--- config.mk ---
export PLATFORM = sky130hd
export DESIGN_NAME = url_query_pair_decoder_top
export DESIGN_NICKNAME = d
export VERILOG_FILES = /design/src/rtl/core/upd_pkg.sv /design/src/rtl/core/url_query_pair_decoder_top.sv /design/src/rtl/core/upd_parser.sv /design/src/rtl/core/upd_out_buf.sv
export SDC_FILE = /design/constraint.sdc
export NUM_CORES = 1
export LEC_CHECK = 0
export BUFFER_PORTS_ARGS = -buffer_cell sky130_fd_sc_hd__buf_2
export CAP_MARGIN = 20
export CORE_ASPECT_RATIO = 2
export CORE_MARGIN = 4
export CORE_UTILIZATION = 54
export CTS_CLUSTER_DIAMETER = 150
export DETAILED_ROUTE_END_ITERATION = 10
export PLACE_DENSITY = 0.79
export SYNTH_ARGS = -nofsm -noshare
export SYNTH_HDL_FRONTEND = slang
export SYNTH_HIERARCHICAL = 1
export SYNTH_SLANG_ARGS = --single-unit
--- constraint.sdc ---
create_clock -name clk -period 3.71 [get_ports clk]
set_input_delay 0.1855 -clock clk [delete_from_list [all_inputs] [get_ports clk]]
set_output_delay 0.1855 -clock clk [all_outputs]
set_load 0.02 [all_outputs]
--- src/rtl/core/upd_pkg.sv ---
// ----------------------------------------------------------------------------
// upd_pkg: shared types and helpers of the url query pair decoder
// result record, result batch, character codes and byte classification
// ----------------------------------------------------------------------------
package upd_pkg;

  // result kinds
  localparam logic [1:0] KIND_KEY   = 2'd0;
  localparam logic [1:0] KIND_VALUE = 2'd1;
  localparam logic [1:0] KIND_PAIR  = 2'd2;

  // escape phases
  localparam logic [1:0] ESC_NONE  = 2'd0;
  localparam logic [1:0] ESC_PCT   = 2'd1;
  localparam logic [1:0] ESC_DIGIT = 2'd2;

  // characters
  localparam logic [7:0] CHR_PCT   = 8'h25;  // '%'
  localparam logic [7:0] CHR_PLUS  = 8'h2B;  // '+'
  localparam logic [7:0] CHR_EQ    = 8'h3D;  // '='
  localparam logic [7:0] CHR_AMP   = 8'h26;  // '&'
  localparam logic [7:0] CHR_QUEST = 8'h3F;  // '?'
  localparam logic [7:0] CHR_SPACE = 8'h20;  // ' '
  localparam logic [7:0] CHR_0     = 8'd48;
  localparam logic [7:0] CHR_9     = 8'd57;
  localparam logic [7:0] CHR_A     = 8'd65;
  localparam logic [7:0] CHR_F     = 8'd70;
  localparam logic [7:0] HEX_ALPHA_OFS = 8'd55;

  localparam int unsigned MAX_RES = 3;

  typedef struct packed {
    logic [1:0] kind;
    logic [7:0] data;
    logic       last;
  } res_t;

  // up to three results made by one request, in order from slot 0
  typedef struct packed {
    logic [1:0]             cnt;
    res_t [MAX_RES-1:0]     slot;
  } batch_t;

  // outcome of a byte seen with no escape pending
  typedef struct packed {
    logic emit;
    res_t res;
    logic value_nxt;
    logic esc_start;
  } plain_t;

  function automatic logic [3:0] hex_val(input logic [7:0] c);
    logic [7:0] d;
    d = 8'd0;
    if (c >= CHR_0 && c <= CHR_9) begin
      d = c - CHR_0;
    end else if (c >= CHR_A && c <= CHR_F) begin
      d = c - HEX_ALPHA_OFS;
    end
    return d[3:0];
  endfunction

  function automatic plain_t plain_byte(input logic [7:0] b, input logic last,
                                        input logic in_value);
    plain_t     p;
    logic [1:0] dk;
    dk          = in_value ? KIND_VALUE : KIND_KEY;
    p.emit      = 1'b0;
    p.res.kind  = dk;
    p.res.data  = b;
    p.res.last  = 1'b0;
    p.value_nxt = in_value;
    p.esc_start = 1'b0;
    case (b)
      CHR_EQ: begin
        p.value_nxt = 1'b1;
      end
      CHR_AMP: begin
        p.emit      = 1'b1;
        p.res.kind  = KIND_PAIR;
        p.res.data  = 8'd0;
        p.value_nxt = 1'b0;
      end
      CHR_PCT: begin
        if (last) begin
          p.emit = 1'b1;
        end else begin
          p.esc_start = 1'b1;
        end
      end
      CHR_PLUS: begin
        p.emit     = 1'b1;
        p.res.data = CHR_SPACE;
      end
      default: begin
        p.emit = 1'b1;
      end
    endcase
    return p;
  endfunction

endpackage

--- src/rtl/core/url_query_pair_decoder_top.sv ---
// ----------------------------------------------------------------------------
// url_query_pair_decoder_top: url query string key/value byte decoder
// percent-decodes a url byte stream into tagged key, value and pair marks
// ----------------------------------------------------------------------------
// a request's results pass through the input register and then the result register
// throughput: one byte per cycle while each byte makes at most one result and out_stall is low
// after a byte with two or three results the next request making results
//   waits while the result register drains
// reset (rst_n low, synchronous): empty pipeline, key mode, no escape,
//   skip_to_question register back to 1
// ----------------------------------------------------------------------------
module url_query_pair_decoder_top (
  input  logic       clk,
  input  logic       rst_n,
  // configuration
  input  logic       cfg_wr_en,
  input  logic       cfg_wr_data,
  // request channel
  input  logic       in_valid,
  output logic       in_stall,
  input  logic [7:0] in_byte,
  input  logic       in_last_byte,
  // result channel
  output logic       out_valid,
  input  logic       out_stall,
  output logic [1:0] out_kind,
  output logic [7:0] out_byte,
  output logic       out_last_result
);

  // skip_to_question register, sampled at the first byte of each string
  logic cfg_skip_r;

  // input register
  logic       req_valid_r, req_valid_nxt;
  logic [7:0] req_byte_r;
  logic       req_last_r;

  logic            accept;
  logic            consume;
  logic            can_load;
  upd_pkg::batch_t batch;

  always_ff @(posedge clk) begin
    if (!rst_n) begin
      cfg_skip_r <= 1'b1;
    end else if (cfg_wr_en) begin
      cfg_skip_r <= cfg_wr_data;
    end
  end

  // the held request leaves once its whole batch fits the result register;
  // a byte that makes no result leaves at once
  assign consume  = req_valid_r && (batch.cnt == 2'd0 || can_load);
  assign in_stall = req_valid_r && !consume;
  assign accept   = in_valid && !in_stall;

  always_comb begin
    req_valid_nxt = req_valid_r;
    if (accept) begin
      req_valid_nxt = 1'b1;
    end else if (consume) begin
      req_valid_nxt = 1'b0;
    end
  end

  always_ff @(posedge clk) begin
    if (!rst_n) begin
      req_valid_r <= 1'b0;
    end else begin
      req_valid_r <= req_valid_nxt;
    end
  end

  // payload needs no reset
  always_ff @(posedge clk) begin
    if (accept) begin
      req_byte_r <= in_byte;
      req_last_r <= in_last_byte;
    end
  end

  // per-byte decode and parse state
  upd_parser u_parser (
    .clk       (clk),
    .rst_n     (rst_n),
    .cfg_skip  (cfg_skip_r),
    .req_valid (req_valid_r),
    .req_byte  (req_byte_r),
    .req_last  (req_last_r),
    .consume   (consume),
    .batch     (batch)
  );

  // result register, one result per cycle out while out_stall is low
  upd_out_buf u_out_buf (
    .clk             (clk),
    .rst_n           (rst_n),
    .batch           (batch),
    .can_load        (can_load),
    .out_valid       (out_valid),
    .out_stall       (out_stall),
    .out_kind        (out_kind),
    .out_byte        (out_byte),
    .out_last_result (out_last_result)
  );

  // the input side only stalls behind a request already held
  a_stall_held: assert property (@(posedge clk) disable iff (!rst_n)
    in_stall |-> req_valid_r) else $error("stall with empty input register");

  // a request that made results is only consumed into a free result register
  a_consume_room: assert property (@(posedge clk) disable iff (!rst_n)
    (consume && batch.cnt != 2'd0) |-> can_load)
    else $error("request consumed without room for its results");

endmodule

--- src/rtl/core/upd_parser.sv ---
// ----------------------------------------------------------------------------
// upd_parser: parse state and per-byte decode
// turns the registered request into a batch of up to three results
// ----------------------------------------------------------------------------
module upd_parser (
  input  logic                clk,
  input  logic                rst_n,
  input  logic                cfg_skip,
  input  logic                req_valid,
  input  logic [7:0]          req_byte,
  input  logic                req_last,
  input  logic                consume,
  output upd_pkg::batch_t     batch
);

  logic       at_start_r,  at_start_nxt;
  logic       skipping_r,  skipping_nxt;
  logic       in_value_r,  in_value_nxt;
  logic [1:0] esc_r,       esc_nxt;
  logic [7:0] held_r,      held_nxt;

  logic             skip_eff;
  logic             val_cur;
  logic [1:0]       ptr;
  upd_pkg::plain_t  pb;
  upd_pkg::res_t    rr;
  upd_pkg::batch_t  bt;

  always_comb begin
    skip_eff     = at_start_r ? cfg_skip : skipping_r;
    skipping_nxt = skip_eff;
    in_value_nxt = in_value_r;
    esc_nxt      = esc_r;
    held_nxt     = held_r;
    at_start_nxt = 1'b0;
    val_cur      = in_value_r;
    bt           = '0;
    ptr          = 2'd0;
    pb           = upd_pkg::plain_byte(req_byte, req_last, in_value_r);
    rr           = '0;

    if (skip_eff) begin
      if (req_byte == upd_pkg::CHR_QUEST) begin
        skipping_nxt = 1'b0;
      end
    end else if (esc_r == upd_pkg::ESC_PCT) begin
      if (req_last) begin
        // short escape: literal '%' then the last byte as plain data
        rr.kind       = in_value_r ? upd_pkg::KIND_VALUE : upd_pkg::KIND_KEY;
        rr.data       = upd_pkg::CHR_PCT;
        rr.last       = 1'b0;
        bt.slot[ptr]  = rr;
        ptr           = ptr + 2'd1;
        esc_nxt       = upd_pkg::ESC_NONE;
        if (pb.emit) begin
          bt.slot[ptr] = pb.res;
          ptr          = ptr + 2'd1;
        end
        in_value_nxt = pb.value_nxt;
      end else begin
        held_nxt = req_byte;
        esc_nxt  = upd_pkg::ESC_DIGIT;
      end
    end else if (esc_r == upd_pkg::ESC_DIGIT) begin
      rr.kind      = val_cur ? upd_pkg::KIND_VALUE : upd_pkg::KIND_KEY;
      rr.data      = {upd_pkg::hex_val(held_r), upd_pkg::hex_val(req_byte)};
      rr.last      = 1'b0;
      bt.slot[ptr] = rr;
      ptr          = ptr + 2'd1;
      esc_nxt      = upd_pkg::ESC_NONE;
      held_nxt     = 8'd0;
    end else begin
      esc_nxt = pb.esc_start ? upd_pkg::ESC_PCT : upd_pkg::ESC_NONE;
      if (pb.emit) begin
        bt.slot[ptr] = pb.res;
        ptr          = ptr + 2'd1;
      end
      in_value_nxt = pb.value_nxt;
    end

    if (req_last) begin
      // end of string closes the pair and re-arms
      rr.kind      = upd_pkg::KIND_PAIR;
      rr.data      = 8'd0;
      rr.last      = 1'b1;
      bt.slot[ptr] = rr;
      ptr          = ptr + 2'd1;
      skipping_nxt = cfg_skip;
      in_value_nxt = 1'b0;
      esc_nxt      = upd_pkg::ESC_NONE;
      held_nxt     = 8'd0;
      at_start_nxt = 1'b1;
    end
    bt.cnt = req_valid ? ptr : 2'd0;
    batch  = bt;
  end

  always_ff @(posedge clk) begin
    if (!rst_n) begin
      at_start_r <= 1'b1;
      skipping_r <= 1'b1;
      in_value_r <= 1'b0;
      esc_r      <= upd_pkg::ESC_NONE;
      held_r     <= 8'd0;
    end else if (consume) begin
      at_start_r <= at_start_nxt;
      skipping_r <= skipping_nxt;
      in_value_r <= in_value_nxt;
      esc_r      <= esc_nxt;
      held_r     <= held_nxt;
    end
  end

  // escape phase never takes the unused code
  a_esc_code: assert property (@(posedge clk) disable iff (!rst_n)
    esc_r != 2'd3) else $error("escape phase out of range");

  // a last byte always ends with the closing pair mark
  a_last_closes: assert property (@(posedge clk) disable iff (!rst_n)
    (req_valid && req_last) |-> (batch.cnt != 2'd0 &&
      batch.slot[batch.cnt - 2'd1].last && 
      batch.slot[batch.cnt - 2'd1].kind == upd_pkg::KIND_PAIR))
    else $error("last byte did not close the pair");

endmodule

--- src/rtl/core/upd_out_buf.sv ---
// ----------------------------------------------------------------------------
// upd_out_buf: result register
// holds a batch of results and, while out_stall is low, hands them out one per cycle
// ----------------------------------------------------------------------------
module upd_out_buf (
  input  logic                clk,
  input  logic                rst_n,
  input  upd_pkg::batch_t     batch,
  output logic                can_load,
  output logic                out_valid,
  input  logic                out_stall,
  output logic [1:0]          out_kind,
  output logic [7:0]          out_byte,
  output logic                out_last_result
);

  upd_pkg::res_t [upd_pkg::MAX_RES-1:0] slot_r, slot_nxt;
  logic [1:0]                           cnt_r,  cnt_nxt;
  logic                                 pop;
  logic                                 load;

  assign pop      = (cnt_r != 2'd0) && !out_stall;
  assign can_load = (cnt_r == 2'd0) || (cnt_r == 2'd1 && pop);
  assign load     = (batch.cnt != 2'd0) && can_load;

  always_comb begin
    slot_nxt = slot_r;
    cnt_nxt  = cnt_r;
    if (load) begin
      slot_nxt = batch.slot;
      cnt_nxt  = batch.cnt;
    end else if (pop) begin
      slot_nxt[0] = slot_r[1];
      slot_nxt[1] = slot_r[2];
      cnt_nxt     = cnt_r - 2'd1;
    end
  end

  always_ff @(posedge clk) begin
    if (!rst_n) begin
      cnt_r <= 2'd0;
    end else begin
      cnt_r <= cnt_nxt;
    end
  end

  always_ff @(posedge clk) begin
    slot_r <= slot_nxt;
  end

  assign out_valid       = cnt_r != 2'd0;
  assign out_kind        = slot_r[0].kind;
  assign out_byte        = slot_r[0].data;
  assign out_last_result = slot_r[0].last;

  // a new batch only lands on an empty or draining register
  a_load_room: assert property (@(posedge clk) disable iff (!rst_n)
    load |-> (cnt_r == 2'd0 || (cnt_r == 2'd1 && pop)))
    else $error("batch loaded over pending results");

  // a stalled result is still there next cycle
  a_hold: assert property (@(posedge clk) disable iff (!rst_n)
    (out_valid && out_stall) |=> (out_valid && $stable(out_byte) &&
      $stable(out_kind) && $stable(out_last_result)))
    else $error("stalled result changed");

endmodule

* Word level (Yosys, flattened, before mapping)
Index checks and enable logic that the tools add are counted.
W data, S select, Z words.
** Word-level totals
- Output and inout bits :: 13
- Register bits :: 59
- Input bits :: 15
** Cells by class
- Muxes and demuxes :: 52
- Order comparisons :: 10
- Reductions and logical operators :: 27
- Equality and inequality tests :: 11
- Bitwise logic cells :: 3
- Add/sub/neg operators :: 6
** Operators with widths (number)
- $mux W22 :: 5
- $mux W11 :: 5
- $eq A8 B6 Y1 const B :: 5
- $mux W8 :: 4
- $mux W2 :: 14
- $and A18 B27 Y27 :: 1
- $not A27 Y27 :: 1
- $demux W11 S2 :: 1
- $ge A8 B6 Y1 const B :: 2
- $ge A8 B7 Y1 const B :: 2
- $le A8 B6 Y1 const B :: 2
- $le A8 B7 Y1 const B :: 2
- $mux W1 :: 16
- $mux W4 :: 4
- $pmux W8 S2 :: 1
- $logic_and A1 B1 Y1 :: 11
- $reduce_bool A2 Y1 :: 4
- $sub A4 B1 Y4 const B :: 2
- $sub A4 B3 Y4 const B :: 2
- $ne A2 B2 Y1 const B :: 3
- $or A4 B6 Y6 :: 1
- $reduce_bool A3 Y1 :: 2
- $reduce_and A5 Y1 :: 1
- $eq A2 B1 Y1 const B :: 2
- other kinds (11) :: 16

* Logic depth before layout (Yosys ltp)
Gate-level depths: netlist (run 1).
- Word-level depth :: 17
- Gate-level depth with buffers :: 15
- Mapped depth without buffers :: 14

* Hierarchy
The synthesis (run 1) kept the hierarchy.
** By module, submodules not included
- upd_parser :: cells an instance 215, seq. area each 260.2 µm², times used 1, area an instance 1599.0 µm²
- upd_out_buf :: cells an instance 94, seq. area each 1031.0 µm², times used 1, area an instance 1552.7 µm²
- url_query_pair_decoder_top :: cells an instance 18, seq. area each 310.3 µm², times used 1, area an instance 361.6 µm²

* Worst setup path after synthesis (run 1)
OpenSTA, ideal clock, no wires.
- Path type :: register to register
- Start point :: reg req_byte_r[1]
- End point :: reg req_byte_r[0] (enable)
- Required time :: 3.335 ns
- Buffers on the path :: 1
- Path slack :: 0.563 ns
- Cell stages (with the launch flop) :: 13
- Arrival time :: 2.771 ns
- Clock period less this slack :: 3.147 ns
- Path through :: edfxtp_1 > inv_1 > ha_1 > buf_2 > and3_4 > nand2_1 > a21oi_1 > o221ai_1 > ha_1 > and3_1 > nor2_1 > nor3b_2 > nor2b_1
** RTL lines
- from (decl) :: RTL line url_query_pair_decoder_top.sv:36 : logic [7:0] req_byte_r;
- from (signal assigned) :: RTL line url_query_pair_decoder_top.sv:78 : req_byte_r <= in_byte;

==> results.md, run 1 <==
- Mux contribution to synthesized area: under 10%
- CTS Buf Count: 9
- Vias/cell: 5.792
- Final core occ: between 60% and 70%
- CP startpoint kind: flip-flop
- WS Path Type: flip-flop to flip-flop
- Max-cap violations: 0
- Post-Synth XOR/XNOR Area: 0%
- Compound-gate portion of the synthesized area: between 10% and 20%
- Sequential share of the synthesized area: a little under half
- Top FF cell, synth: edfxtp_1
- Vias in the first global route: about 2.6k
- Residual DRC count: 0
- Min Hold Slack: about 0.027 ns
- Slew headroom: 55.07%
- Global-route wire length before repair: 12.46 mm
- Clk root buf: clkbuf_16
- Hold buffer count at CTS: 0
- Yosys top cell area share: 35.90%
- Worst-Skew Late Latency: 0.33 ns
- Reg clk slew, reported paths: around 0.050 ns
- HPWL after detailed placement: approximately 5.8 mm
- Post-synth top area cell: edfxtp_1
- Critical path fanouts, max: 9
- Number of antenna diodes: 0
- Worst Path Required: 3.97 ns
- Post-Place Cell Area: around 3600 sq um
- Power per cell area: roughly 610 nW/um^2
- Design Area, Final: between 3000 and 4000 sq um
- Crit path DAT: around 3.7 ns
- RSZ-0062 raised after global routing: false
- CTS tree: built
- Synth area leaders: edfxtp_1 36%, dfxtp_1 9.7%, mux2_2 6.7%
- Largest net degree at the start of global routing: 24
- # IOs: 28
- Bufs on Longest Clock Path: 2
- Fin crit period: approximately 3.4 ns
- Antenna violations before repair: 0
- Final-report setup violation count: 0
- Initial drt markers: ~140
- PortBufs: 27
- Row cnt: approximately 40
- Chip height: 122.1 microns
- First drt pass iteration count: 4
- Adder-cell share of the synthesized area: 4.594%
- Static Leak: ~1.6 nW
- Share of cells above drive strength 1: between 20 and 30%
- Post-Synth Simple-Gate Area: a little under a fifth
- Result of the run: completed
- Die area: just under 8000 sq um
- Placer Congestion: around 1
- Tot GR Track Use: approximately 21%
- Hold crit path type: primary input to flip-flop
- Antenna viol nets, final: 0
- Routed vias: 2566
- Starting Density: 55.68%
- Global route overflow: 0
- Crit. End Element: flip-flop
- Number of synthesized flops with an enable pin: between 40 and 50
- Yosys warning count: 6
- Async SR Flop Fraction: 0%
- Maximum vdd drop: ~490 uV
- Tightest Pin Transition: approximately 0.67 ns
- WL/cell: 17.59 microns
- Fin Setup TNS: 0 ns
- Final Skew: 0.007366 ns
- Count of final hold-check violations: 0
- Main combinational cell family by area after synthesis: simple AND/OR/NAND/NOR gates
- Post-Synthesis Cell Area: 3513 sq um
- Cells after synthesis: 327
- Cells after DPL: 426
- Die W: 65.04 microns
- Area Growth Syn to Fin: 13.43%
- Htree depth: 3
- CTS sink cnt: 59
- Synth top cells by count: 42 x edfxtp_1, 21 x buf_4, 21 x mux2_2
- Fin. max-slew vios: 0
- # nets final: between 300 and 400
- DRT Wirelength: about 7.8 mm
- Fmax: between 200 and 300 MHz
- Layout Cells excl Fill: around 440
- Unique masters post-synth: 64
- Syn_area_per_cell: ~11 sq um
- Count leader, synth: edfxtp_1
- Fin crit share: roughly 91%
- Yosys reg bits: 59
- Core Region: ~6300 sq um
==> stage by stage <==
stage,setup WS (ns),power [mW]
2_1_floorplan,0.5633,1.456
3_3_place_gp,0.3279,1.526
3_5_place_dp,0.1711,1.542
4_1_cts,0.03658,2.443
5_1_grt,0.07792,2.536
6_report,0.3224,2.419
==> layout by cell type (no fill, tap or decap), types with 5 or more instances in the layout <==
cell type	count
nor2b_1	11
a22oi_1	9
mux2i_1	5
nand2_1	19
ha_1	12
conb_1	9
inv_1	15
nand2b_1	7
mux2_2	21
clkbuf_16	9
edfxtp_1	42
nand3_1	11
nor2_1	19
buf_4	13
and3_1	5
o21ai_0	12
a21oi_1	13
and2_1	8
buf_2	27
dfxtp_1	17
==> final timing paths <==
path,slack [ns],from,end,cells after the start
setup reg to reg,0.32,req_byte_r[7]$_DFFE_PP_,u_parser/held_r[1]$_SDFFE_PN0P_,12
setup / recovery,0.32,req_byte_r[7]$_DFFE_PP_,u_parser/held_r[1]$_SDFFE_PN0P_,12
hold reg to reg,0.54,u_out_buf/slot_r[11]$_DFFE_PP_,u_out_buf/out_last_result$_DFFE_PP_,1
hold / removal,0.03,in_byte[2],req_byte_r[2]$_DFFE_PP_,1
==> power by group <==
part	internal, mW	switching (mW)	leakage (nW)	total [mW]
Sequential	0.918	0.0443	0.540	0.962
Combinational	0.223	0.347	0.855	0.570
Clock	0.592	0.296	0.160	0.888
Total	1.73	0.687	1.56	2.42
==> flip-flops by register name (all words and copies together), names as in the netlist <==
name / cells
u_out_buf/slot_r: 22
req_byte_r: 8
u_out_buf/out_byte: 8
u_parser/held_r: 8
u_out_buf/cnt_r: 2
u_out_buf/out_kind: 2
u_parser/esc_r: 2
cfg_skip_r: 1
req_last_r: 1
req_valid_r: 1
u_out_buf/out_last_result: 1
u_parser/at_start_r: 1
u_parser/in_value_r: 1
u_parser/skipping_r: 1
==> metal layers <==
layer  up-vias  part of all wire, %  GRT usage [%]
li1       1222                    -              -
met4         0                  7.2          19.87
met1      1208                   33          20.75
met3        42                  4.5          5.443
met5         -                    0              0
met2        94                   55          36.24
==> what timing repair did <==
action,CTS,global route
buffers inserted,0,1
gates resized for setup,0,4
setup endpoints to repair,0,12
==> critical path: stages (launching register included) <==
cell and delay, ns:
edfxtp_1 0.45, and4bb_4 0.45, and3_4 0.21, nand2_1 0.06, a21oi_1 0.19, o221ai_1 0.19, ha_1 0.32, and3_1 0.30
nor2_1 0.12, o21a_2 0.28, o21ai_1 0.38, a22oi_1 0.21, nor2b_1 0.14
==> kinds of logic (layout without fill, tap and decap cells) <==
group           count (synthesis)  in the layout
buf+inv                        50             72
other cells                     1              9
simple gates                  108            108
flops                          59             59
fa+ha+maj                      13             13
mux                            28             28
compound gates                 68             68
==> area by class of cell <==
class	instances	area [sq um]
Clock inverter	7	100.1
Sequential cell	59	1602
Inverter	15	56.30
Multi-Input combinational cell	226	1642
Timing Repair Buffer	41	252.7
Clock buffer	9	225.2
Fill cell	520	2325
Tap cell	86	107.6
(Power assumes the default switching activity.)
==> run 2: changes to the inputs <==
--- a/config.mk
+++ b/config.mk
@@ -5,14 +5,17 @@
 export SDC_FILE = /design/constraint.sdc
 export NUM_CORES = 1
 export LEC_CHECK = 0
+export ABC_CLOCK_PERIOD_IN_PS = 3710
 export BUFFER_PORTS_ARGS = -buffer_cell sky130_fd_sc_hd__buf_2
 export CAP_MARGIN = 20
+export CELL_PAD_IN_SITES_DETAIL_PLACEMENT = 1
+export CELL_PAD_IN_SITES_GLOBAL_PLACEMENT = 1
 export CORE_ASPECT_RATIO = 2
 export CORE_MARGIN = 4
-export CORE_UTILIZATION = 54
+export CORE_UTILIZATION = 48
 export CTS_CLUSTER_DIAMETER = 150
 export DETAILED_ROUTE_END_ITERATION = 10
-export PLACE_DENSITY = 0.79
+export PLACE_DENSITY = 0.86
 export SYNTH_ARGS = -nofsm -noshare
 export SYNTH_HDL_FRONTEND = slang
 export SYNTH_HIERARCHICAL = 1
==> run 2 against run 1 <==
  * Register-to-register slack lost 0.15 ns
  * Clock skew shrank 0.0030 ns
  * First-iteration DRC count grew 36%
  * Worst hold slack gained 0.0014 ns
  * Utilization shrank 6.4 points
  * Maximum frequency shrank 4.4%
  * Combinational power grew 2%
  * Sequential power grew 0.4%
  * Critical path type unchanged
  * Critical endpoint is now u_parser/in_value_r$_SDFFE_PN0P_
==> results.md, run 2 (synthesis gave the netlist of run 1 again) <==
- Routed vias: 2641
- Most frequent cells in the layout: 42 x edfxtp_1, 27 x buf_2, 21 x mux2_2
- # IOs: 28
- Antenna viol nets, final: 0
- Result of the run: completed
- Fin Setup TNS: 0 ns
- Max-cap violations: 0
- # nets final: approximately 380
- Fillers: between 700 and 800
- CTS sink cnt: about 60
- Static Leak: between 1.5 and 2 nW
- Global route overflow: 0
- Fin. max-slew vios: 0
- Htree depth: 3
- Crit. End Element: flip-flop
- Clk root buf: clkbuf_16
- Share of cells above drive strength 1: between 20 and 30%
- Fin crit period: roughly 3.5 ns
- Worst-Skew Late Latency: ~0.33 ns
- WS Path Type: flip-flop to flip-flop
- Worst Path Required: 3.99 ns
- Starting Density: around 50%
- Critical path's slowest cell: edfxtp_1
- Hold buffer count at CTS: 0
- Number of antenna diodes: 0
- Fmax: 282.3 MHz
- Global-route wire length before repair: around 15 mm
- Antenna violations before repair: 0
- CP startpoint kind: flip-flop
- Vias in the first global route: approximately 2.9k
- Bufs on Longest Clock Path: 2
- Crit path DAT: around 3.8 ns
- Hold crit path type: primary input to flip-flop
- # Post-CTS Setup Buffers: 0
- Slew headroom: between 40% and 50%
- Placer Congestion: about 0.87
- Chip height: between 100 and 150 microns
- Fin crit share: about 95%
- Register name with the most flops: u_out_buf/slot_r
- Largest net degree at the start of global routing: 24
- CTS tree: built
- Cells after DPL: 434
- Die area: approximately 8800 sq um
- Final-report setup violation count: 0
- Die W: just under 70 microns
- First drt pass iteration count: 4
- Reg clk slew, reported paths: 0.05 ns
- Residual DRC count: 0
- CP cell instances: and4bb_1, and3_4, nand2_1, a21oi_1, o221ai_1, ha_1, and3_1, nor2_1, o21a_1, o21ai_0, nor4_1, o211a_1
- Maximum vdd drop: between 500 and 600 uV
- Commonest non-fill, non-tap cell in the layout: edfxtp_1
- Count of final hold-check violations: 0
- Pwr Total: about 2.5 mW
- Row cnt: 43
- WL/cell: slightly above 20 microns
- CTS Buf Count: 9
- Core Region: 7048 sq um
- Slowest stage delay, CP: 0.48 ns
- Power per cell area: between 600 and 700 nW/um^2
- Initial drt markers: ~190
- Max reg flops: 22
- Critical path fanouts, max: 7
- DRT Wirelength: 9.192 mm
- PortBufs: 27
- Post-CTS sizing: 0
- Vias/cell: 5.869
- Area Growth Syn to Fin: 13.92%
- HPWL after detailed placement: 6.599 mm
- Tot GR Track Use: a little under a quarter
- RSZ-0062 raised after global routing: false
- Layout Cells excl Fill: 450
- Tightest Pin Transition: 0.8449 ns
- Final Skew: about 0.0044 ns
[run 2: cell count changes in the layout (fill, tap and decap cells not counted), sizes merged]
cell    delta
inv        -1
clkinv     +1
buf        +3
[run 2: per-layer routing]
metal,global-route usage (%),wire (microns)
met5,0,0
met3,5.415,308
met1,22.72,3208
met4,11.96,397
met2,43.66,5277
[run 2: worst paths after layout]
path | start | end | slack (ns) | depth (start not counted)
worst max-delay path | req_byte_r[7]$_DFFE_PP_ | u_parser/in_value_r$_SDFFE_PN0P_ | 0.17 | 12
worst min-delay path | in_byte[0] | req_byte_r[0]$_DFFE_PP_ | 0.03 | 1
worst max register to register | req_byte_r[7]$_DFFE_PP_ | u_parser/in_value_r$_SDFFE_PN0P_ | 0.17 | 12
worst min register to register | u_parser/skipping_r$_SDFFE_PN1P_ | u_parser/skipping_r$_SDFFE_PN1P_ | 0.53 | 2
[run 2: cell type report]
type | instances | area [sq um] | share of cell area (%)
repair buffers | 44 | 275.3 | 6.877
clock buffers | 9 | 225.2 | 5.627
well taps | 90 | 112.6 | 2.813
clock inverters | 7 | 100.1 | 2.501
flip-flops and latches | 59 | 1602 | 40.01
inverters | 15 | 56.30 | 1.407
multi-input cells | 226 | 1632 | 40.76
[run 2: through the flow]
step	instance area (sq um)	hold WS, ns	worst slack (ns)	util [%]
finish	4003	0.02863	0.1674	56.79
global route	4003	0.02433	0.001579	56.79
CTS	4003	0.02286	0.2076	56.79
detailed placement	3677	0.3658	0.2380	52.17
global placement	3677	0.3636	0.4111	52.17
floorplan	3543	0.2474	0.5633	-
[run 2: critical path: cells and delay by family (launching register included)]
family          cells  cell delay, ns
simple gates        6            1.47
flops               1            0.48
compound gates      5            1.20
fa+ha+maj           1            0.33
[run 2: power by group]
group          internal, mW  switching [mW]
Sequential            0.918          0.0481
Clock                 0.592           0.314
Combinational         0.223           0.360
Total                  1.73           0.722
==> run 3: changes to the inputs <==
--- a/config.mk
+++ b/config.mk
@@ -6,7 +6,7 @@
 export NUM_CORES = 1
 export LEC_CHECK = 0
 export ABC_CLOCK_PERIOD_IN_PS = 3710
-export BUFFER_PORTS_ARGS = -buffer_cell sky130_fd_sc_hd__buf_2
+export BUFFER_PORTS_ARGS = -buffer_cell sky130_fd_sc_hd__clkbuf_2
 export CAP_MARGIN = 20
 export CELL_PAD_IN_SITES_DETAIL_PLACEMENT = 1
 export CELL_PAD_IN_SITES_GLOBAL_PLACEMENT = 1
@@ -16,6 +16,7 @@
 export CTS_CLUSTER_DIAMETER = 150
 export DETAILED_ROUTE_END_ITERATION = 10
 export PLACE_DENSITY = 0.86
+export SETUP_SLACK_MARGIN = 0.5
 export SYNTH_ARGS = -nofsm -noshare
 export SYNTH_HDL_FRONTEND = slang
 export SYNTH_HIERARCHICAL = 1
==> run 3 against run 2 <==
  * Utilization rose by 2.1 points
  * Routed wire length increased by 7.5%
  * Sequential share of layout area decreased by 1.4 points
  * Worst hold slack better by 0.00084 ns
  * First-iteration DRC count up 3.7%
  * Clock power is essentially flat
  * Die area is the same
  * Global-route usage up 0.15 points
  * Count of clock-buffer cells in the layout did not move
  * Via count rose by 4.0%
  * Register-to-register slack better by 0.41 ns
  * Largest power group unchanged
==> results.md, run 3 (synthesis gave the netlist of run 1 again) <==
- Design Area, Final: around 4100 sq um
- Max-cap violations: 0
- CP startpoint kind: flip-flop
- Worst-Skew Late Latency: about 0.33 ns
- Placer Congestion: roughly 0.9
- Clk root buf: clkbuf_16
- Critical path's slowest cell: edfxtp_1
- # IOs: 28
- Fin. max-slew vios: 0
- Global route overflow: 0
- Register name with the most flops: u_out_buf/slot_r
- Vias in the first global route: 2937
- Crit path DAT: roughly 3.2 ns
- CTS tree: built
- Worst r2r path cells: 11
- CP startpoint: req_byte_r[6]$_DFFE_PP_
- Chip height: 129.0 microns
- Cells after DPL: 434
- Pre-CTS setup slack: about 0.26 ns
- Core Region: between 7000 and 8000 sq um
- Result of the run: completed
- Fillers: 773
- Hold buffer count at CTS: 0
- Reg2reg setup slack: between 0.5 and 0.6 ns
- Vias/cell: ~5.9
- PortBufs: 27
- Final core occ: about three fifths
- Static Leak: around 1.6 nW
- Pwr Total: 2.485 mW
- RSZ-0062 raised after global routing: false
- Power per cell area: about 600 nW/um^2
- Commonest non-fill, non-tap cell in the layout: edfxtp_1
- DRT Wirelength: 9.879 mm
- Hold crit path type: primary input to flip-flop
- Worst Path Required: around 3.8 ns
- Htree depth: 3
- Fin Setup TNS: 0 ns
- Starting Density: between 40% and 50%
- Number of antenna diodes: 0
- Initial drt markers: 194
- First drt pass iteration count: 4
- Area Growth Syn to Fin: 18.09%
- # nets final: just under 400
- Bufs on Longest Clock Path: 2
- Fmax: between 300 and 400 MHz
- Maximum vdd drop: about 450 uV
- Reg clk slew, reported paths: 0.05 ns
- Fin crit period: roughly 3.1 ns
- WL/cell: 21.34 microns
- Reg-to-Reg End: u_out_buf/slot_r[16]$_DFFE_PP_
- Slew headroom: 58.32%
- Crit. End Element: flip-flop
- Fin crit share: between 80% and 90%
- Die W: approximately 70 microns
- WS Path Type: flip-flop to flip-flop
- Residual DRC count: 0
- Final-report setup violation count: 0
- Final worst setup slack: just under 0.6 ns
- Tightest Pin Transition: just over 0.6 ns
- Critical path fanouts, max: 6
- HPWL after detailed placement: slightly below 7 mm
- Antenna viol nets, final: 0
- Row cnt: 43
- Final Skew: roughly 0.008 ns
- Min Hold Slack: approximately 0.029 ns
- Share of cells above drive strength 1: about a third
- Most frequent cells in the layout: 42 x edfxtp_1, 27 x clkbuf_2, 27 x buf_4
- Global-route wire length before repair: around 15 mm
- Count of final hold-check violations: 0
- Post-Place Cell Area: roughly 3700 sq um
- Antenna violations before repair: 0
- CTS sink cnt: about 60
- Largest net degree at the start of global routing: 24
- CP Capture Point: u_out_buf/slot_r[16]$_DFFE_PP_
- Die area: slightly below 9000 sq um
- CTS Buf Count: 9
- Max reg flops: 22
- Layout Cells excl Fill: about 460
- Reg2Reg Launch Point: req_byte_r[6]$_DFFE_PP_
- Routed vias: 2746
- Tot GR Track Use: 23.67%
- Slowest stage delay, CP: approximately 0.42 ns
- CP cell instances: and4bb_2, and3_4, nand2_1, a21oi_2, o221ai_2, ha_1, and3_1, buf_4, o22ai_4, clkbuf_16, mux2_2
-- run 3: how the worst min path moves through the flow --
stage / start / to / slack (ns) / cells after the start
after floorplan: rst_n / cfg_skip_r$_SDFFE_PN1P_ / 0.25 / 1
after global placement: in_last_byte / req_last_r$_DFFE_PP_ / 0.36 / 1
after detailed placement: in_last_byte / req_last_r$_DFFE_PP_ / 0.36 / 1
after CTS: in_last_byte / req_last_r$_DFFE_PP_ / 0.02 / 1
after global routing: in_byte[0] / req_byte_r[0]$_DFFE_PP_ / 0.02 / 1
final: in_last_byte / req_last_r$_DFFE_PP_ / 0.03 / 1
-- run 3: final cells by class --
| class | count | area, sq um | share of cell area (%) |
|---|---|---|---|
| multi-input combinational | 226 | 1659 | 39.99 |
| clock buffer | 9 | 225.2 | 5.428 |
| clock inverter | 7 | 100.1 | 2.413 |
| sequential | 59 | 1602 | 38.60 |
| timing repair buffer | 57 | 394.1 | 9.499 |
| tap | 90 | 112.6 | 2.714 |
| inverter | 15 | 56.30 | 1.357 |
-- run 3: what timing repair did --
action                                 4_1_cts  5_1_grt
pin swaps                                    2        4
resized for setup                            5        5
setup buffers                                5        6
setup endpoints to repair                   54       54
endpoints found under the hold margin        0        0
gates cloned                                 0        2
-- run 3: routing by layer --
layer / wire length (microns) / global-route usage [%] / vias up / part of all wire (%)
met3: 375 / 4.367 / 36 / 3.8
met4: 461 / 12.66 / 0 / 4.7
met1: 3405 / 22.60 / 1353 / 34
li1: - / - / 1250 / -
met5: 0 / 0 / - / 0
met2: 5636 / 44.62 / 107 / 57
-- run 3: where the power goes --
| group | internal [mW] | switching [mW] | total (mW) |
|---|---|---|---|
| Sequential | 0.918 | 0.0473 | 0.966 |
| Combinational | 0.239 | 0.376 | 0.616 |
| Clock | 0.592 | 0.313 | 0.904 |
-- run 3: critical path: cells and delay by family (launching register included) --
kind            cells  cell delay [ns]
compound gates      3             0.58
fa+ha+maj           1             0.30
buf+inv             2             0.37
flops               1             0.42
mux                 1             0.33
simple gates        4             0.87
